**config.mk**
```make
export PLATFORM = sky130hd
export DESIGN_NAME = bie_ram
export DESIGN_NICKNAME = d
export VERILOG_FILES = /design/src/rtl/core/brainfuck_instruction_executor_macros.svh /design/src/rtl/core/bie_ram.sv
export SDC_FILE = /design/constraint.sdc
export NUM_CORES = 1
export LEC_CHECK = 0
export BUFFER_PORTS_ARGS = -buffer_cell sky130_fd_sc_hd__buf_2
export CAP_MARGIN = 10
export CORE_MARGIN = 2
export CORE_UTILIZATION = 34
export DETAILED_ROUTE_END_ITERATION = 10
export PLACE_DENSITY = 0.52
export SYNTH_ARGS = -nofsm -noshare
export SYNTH_HDL_FRONTEND = slang
export SYNTH_SLANG_ARGS = --single-unit
```
**constraint.sdc**
```tcl
create_clock -name clk -period 2.23 [get_ports clk]
set_input_delay 0.1115 -clock clk [delete_from_list [all_inputs] [get_ports clk]]
set_output_delay 0.1115 -clock clk [all_outputs]
set_load 0.005 [all_outputs]
```
**src/rtl/core/brainfuck_instruction_executor_macros.svh**
```systemverilog
// Assertion macros for the Brainfuck executor core.
// No dependencies; included by files that carry concurrent checks.
`ifndef BRAINFUCK_INSTRUCTION_EXECUTOR_MACROS_SVH
`define BRAINFUCK_INSTRUCTION_EXECUTOR_MACROS_SVH

// Same-cycle implication, disabled during reset.
`define BIE_ASSERT_NOW(label, clk, rst, ante, cons, msg) \
  label: assert property (@(posedge clk) disable iff (rst) (ante) |-> (cons)) \
    else $error(msg);

// Next-cycle implication, disabled during reset.
`define BIE_ASSERT_NEXT(label, clk, rst, ante, cons, msg) \
  label: assert property (@(posedge clk) disable iff (rst) (ante) |=> (cons)) \
    else $error(msg);

`endif

```
**src/rtl/core/bie_ram.sv**
```systemverilog
// Generic single-write, single-read synchronous RAM, registered read.
// Read during write to the same address returns the old data. No dependencies.
module bie_ram #(
  parameter int WIDTH = 8,
  parameter int DEPTH = 16
) (
  input  logic                                     clk,
  input  logic                                     we,
  input  logic [(DEPTH > 1 ? $clog2(DEPTH) : 1)-1:0] waddr,
  input  logic [WIDTH-1:0]                         wdata,
  input  logic                                     re,
  input  logic [(DEPTH > 1 ? $clog2(DEPTH) : 1)-1:0] raddr,
  output logic [WIDTH-1:0]                         rdata
);
  logic [WIDTH-1:0] mem [DEPTH];

  always_ff @(posedge clk) begin
    if (we) begin
      mem[waddr] <= wdata;
    end
    if (re) begin
      rdata <= mem[raddr];
    end
  end
endmodule

```
==> metrics.md <==
| Metric | Value |
|---|---|
| CP max FO | `1` |
| Buffers added on ports | `26` |
| Vias in the first global route | `2543` |
| Post-synthesis instance total | `229` |
| Pwr Density | `875 nW/um2` |
| Post-synth design cell area | `between 5000 and 6000 um2` |
| Cts bufs inserted | `17` |
| Post-Synth Simple-Gate Area | `0.0314` |
| Detail-routed net length per standard cell | `22.2 um` |
| Root Buffer Master | `clkbuf_16` |
| Clock sink count | `roughly 140` |
| Sequential fraction of the synthesis area | `0.781` |
| Summed negative setup slack over all endpoints | `0 ns` |
| Yosys warning total | `0` |
| Compound-cell area share of the yosys netlist | `0.0230` |
| Post-cts resize count | `0` |
| I/O pin cnt | `27` |
| RSZ-0062 raised after global routing | `false` |
| Worst endpoint data arrival time | `between 1.5 and 2 ns` |
| Floorplan die height | `128 um` |
| Horiz. Die Dim | `128 um` |
| Die footprint | `16400 um2` |
| Critical Path Source Type | `flip-flop` |
| Number of buffers on the longest clock path | `2` |
| Final setup fails | `0` |
| Critical path capture point type | `flip-flop` |
| Distinct cell type count after synthesis | `18` |
| Worst endpoint required time | `~2.4 ns` |
| Path class of the lowest-slack min-delay path | `in -> reg` |
| RR Endpoint | `rdata[4]` |
| Synthesis-to-layout area growth | `18.8%` |
| Min Clock Period, post-route | `1.54 ns` |
| Xor/xnor cell area share of the yosys netlist | `0` |
| Pin count of the biggest net entering global routing | `33` |
| Diode insertion count for antenna repair | `0` |
| First-pass iteration count of the detailed router | `4` |
| Most common cell after layout, fill and taps aside | `edfxtp_1` |
| Final-report hold violation count | `0` |
| Pint | `approximately 4.4 mW` |
| Final HPWL from detailed placement | `6.94 mm` |
| Via-per-instance ratio | `5.03` |
| Reg-to-reg slack, setup | `between 0.6 and 0.7 ns` |
| Worst IR Drop VDD | `0.508 mV` |
| Headroom to the max-slew limit | `0.714` |
| Net load switching power | `between 1 and 1.5 mW` |
| Top cells by area in the synthesized netlist | `edfxtp_1 78%, mux4_2 7.8%, mux4_1 7.0%` |
| Highest achievable clock rate | `650 MHz` |
| Antenna violations before repair | `0` |
| Logic gate share of total power | `0.050` |
| Share of the cycle needed by the critical path after routing | `0.690` |
| Avg Cell Area, Syn | `roughly 23 um2` |
| Clk Latency, worst-skew pair | `0.41 ns` |
| Most frequent cells in the layout | `136 x edfxtp_1, 26 x buf_2, 26 x buf_4` |
| Number of nets in the synthesized netlist | `248` |
| Maximum level of the CTS H-tree | `4` |
| Main combinational cell family by area after synthesis | `multiplexers` |
| GR Overflow Total | `0` |
| Fraction of post-synthesis cell area in the top cell type by area | `0.781` |
| Destination of the worst hold path | `rdata[7]` |
| Switching share of power | `0.200` |
| Seq cells post-synth | `approximately 140` |
| Worst Reg-to-Reg Cells | `3` |
| Post-CTS Hold Buffers | `0` |
| Final layout net count | `between 300 and 400` |
| Pleak | `between 2 and 2.5 nW` |
| Share of cell area taken by muxes after synthesis | `0.148` |
| First-iteration detailed-routing DRC count | `slightly above 200` |
| Routability cong. | `0.794` |
| CTS tree | `yes` |
| Library cell with the largest summed area after synthesis | `edfxtp_1` |
| Standard-cell rows | `45` |
| Core outline area | `15100 um2` |
| Via total after detailed routing | `2460` |
| Wirelength, routed | `10.8 mm` |
| Category of the most critical setup path | `reg -> reg` |
| Status | `complete, no violations` |
| All-layer global routing usage | `0.145` |
| Number of cells traversed by the worst hold path | `1` |
| Adder-cell share of the synthesized area | `0` |
| Relative contribution of sequential cells to total power | `0.533` |
| Effective utilization at floorplan | `0.346` |
| Final number of max-transition violations | `0` |
| Number of filler instances in the final layout | `1333` |
| Worst Clk Skew | `just over 0.004 ns` |
| Reg-to-Reg Start | `mem[8][4]` |
| Maximum capacitance violations | `0` |
| Worst Min Path Start | `re` |
| Residual DRC count | `0` |
| Register clock-pin slew on the reported worst setup and hold paths | `0.05 ns` |
| Number of post-CTS setup repair buffers | `0` |
| Fraction of final layout cells with drive strength greater than 1 | `0.309` |
| Global-route wire length before repair | `16.3 mm` |
| Antenna-violating nets left | `0` |
| Clock network fraction of total power | `0.417` |
| Actual transition at the worst max-transition pin | `around 0.43 ns` |
| Pwr Total | `5.44 mW` |
[worst max-delay path by stage]
stage                     startpoint         to  slack [ns]
after CTS                  mem[1][1]   rdata[1]        0.67
after floorplan             waddr[2]  mem[0][0]        0.63
after detailed placement    raddr[0]   rdata[1]        0.44
after global placement      raddr[0]   rdata[4]        0.43
final                      mem[8][4]   rdata[4]        0.69
after global routing       mem[1][1]   rdata[1]        0.60
[cells in the mapped netlist, drive strengths merged]
library cell	count
nand2	9
edfxtp	136
or3b	1
nand3	1
nor3	4
and2	1
and2b	1
mux4	32
nand3b	2
nor2b	1
nand2b	2
a22oi	16
clkdlybuf4s25	3
buf	7
nor2	13
[sequential cells by signal, summed over array words and instances, names as in the netlist]
signal,count
rdata,8
mem,128
[per-stage QoR]
| stage | area, um2 | hold slack [ns] | std cells | worst slack, ns | util |
|---|---|---|---|---|---|
| 3_5_place_dp | 5740 | 0.510 | 461 | 0.441 | 0.381 |
| 3_3_place_gp | 5740 | 0.507 | 461 | 0.432 | 0.381 |
| 5_1_grt | 6210 | 0.0799 | 489 | 0.596 | 0.412 |
| 6_report | 6210 | 0.0835 | 489 | 0.691 | 0.412 |
| 4_1_cts | 6210 | 0.0720 | 489 | 0.673 | 0.412 |
| 2_1_floorplan | 5230 | 0.210 | 229 | 0.626 | - |
[logic make-up (layout without fill, tap and decap cells)]
logic type | Yosys count | in the layout
and+or+nand+nor | 35 | 35
DFF | 136 | 136
buffers and inverters | 10 | 82
muxes | 32 | 32
AOI/OAI and AO/OA | 16 | 16
[cell type report]
class | count | area [um2] | share of cell area
Timing Repair Buffer | 54 | 365 | 0.0588
Clock buffer | 18 | 429 | 0.0691
Clock inverter | 10 | 41.3 | 0.00665
Tap cell | 188 | 235 | 0.0379
Multi-Input combinational cell | 83 | 1060 | 0.170
Sequential cell | 136 | 4080 | 0.657
[power groups by stage]
stage	clock network (mW)	registers, mW	logic [mW]
CTS	2.32	2.90	0.278
detailed placement	0	2.95	0.278
global route	2.44	2.90	0.297
global placement	0	2.95	0.273
finish	2.27	2.90	0.271
floorplan	0	2.95	0.145
[per-layer routing]
metal	wire (um)	up-vias	track usage
li1	-	1102	-
met3	586	16	0.0422
met5	0	-	0
met1	4980	1268	0.201
met2	5110	74	0.214
met4	158	0	0.0614
[critical path, cell delays in order (launching register included)]
cell      delay [ns]
edfxtp_1        0.36
mux4_1          0.50
a22oi_1         0.35
nand2_1         0.08
Note: power is estimated with default switching activity, not from simulation.
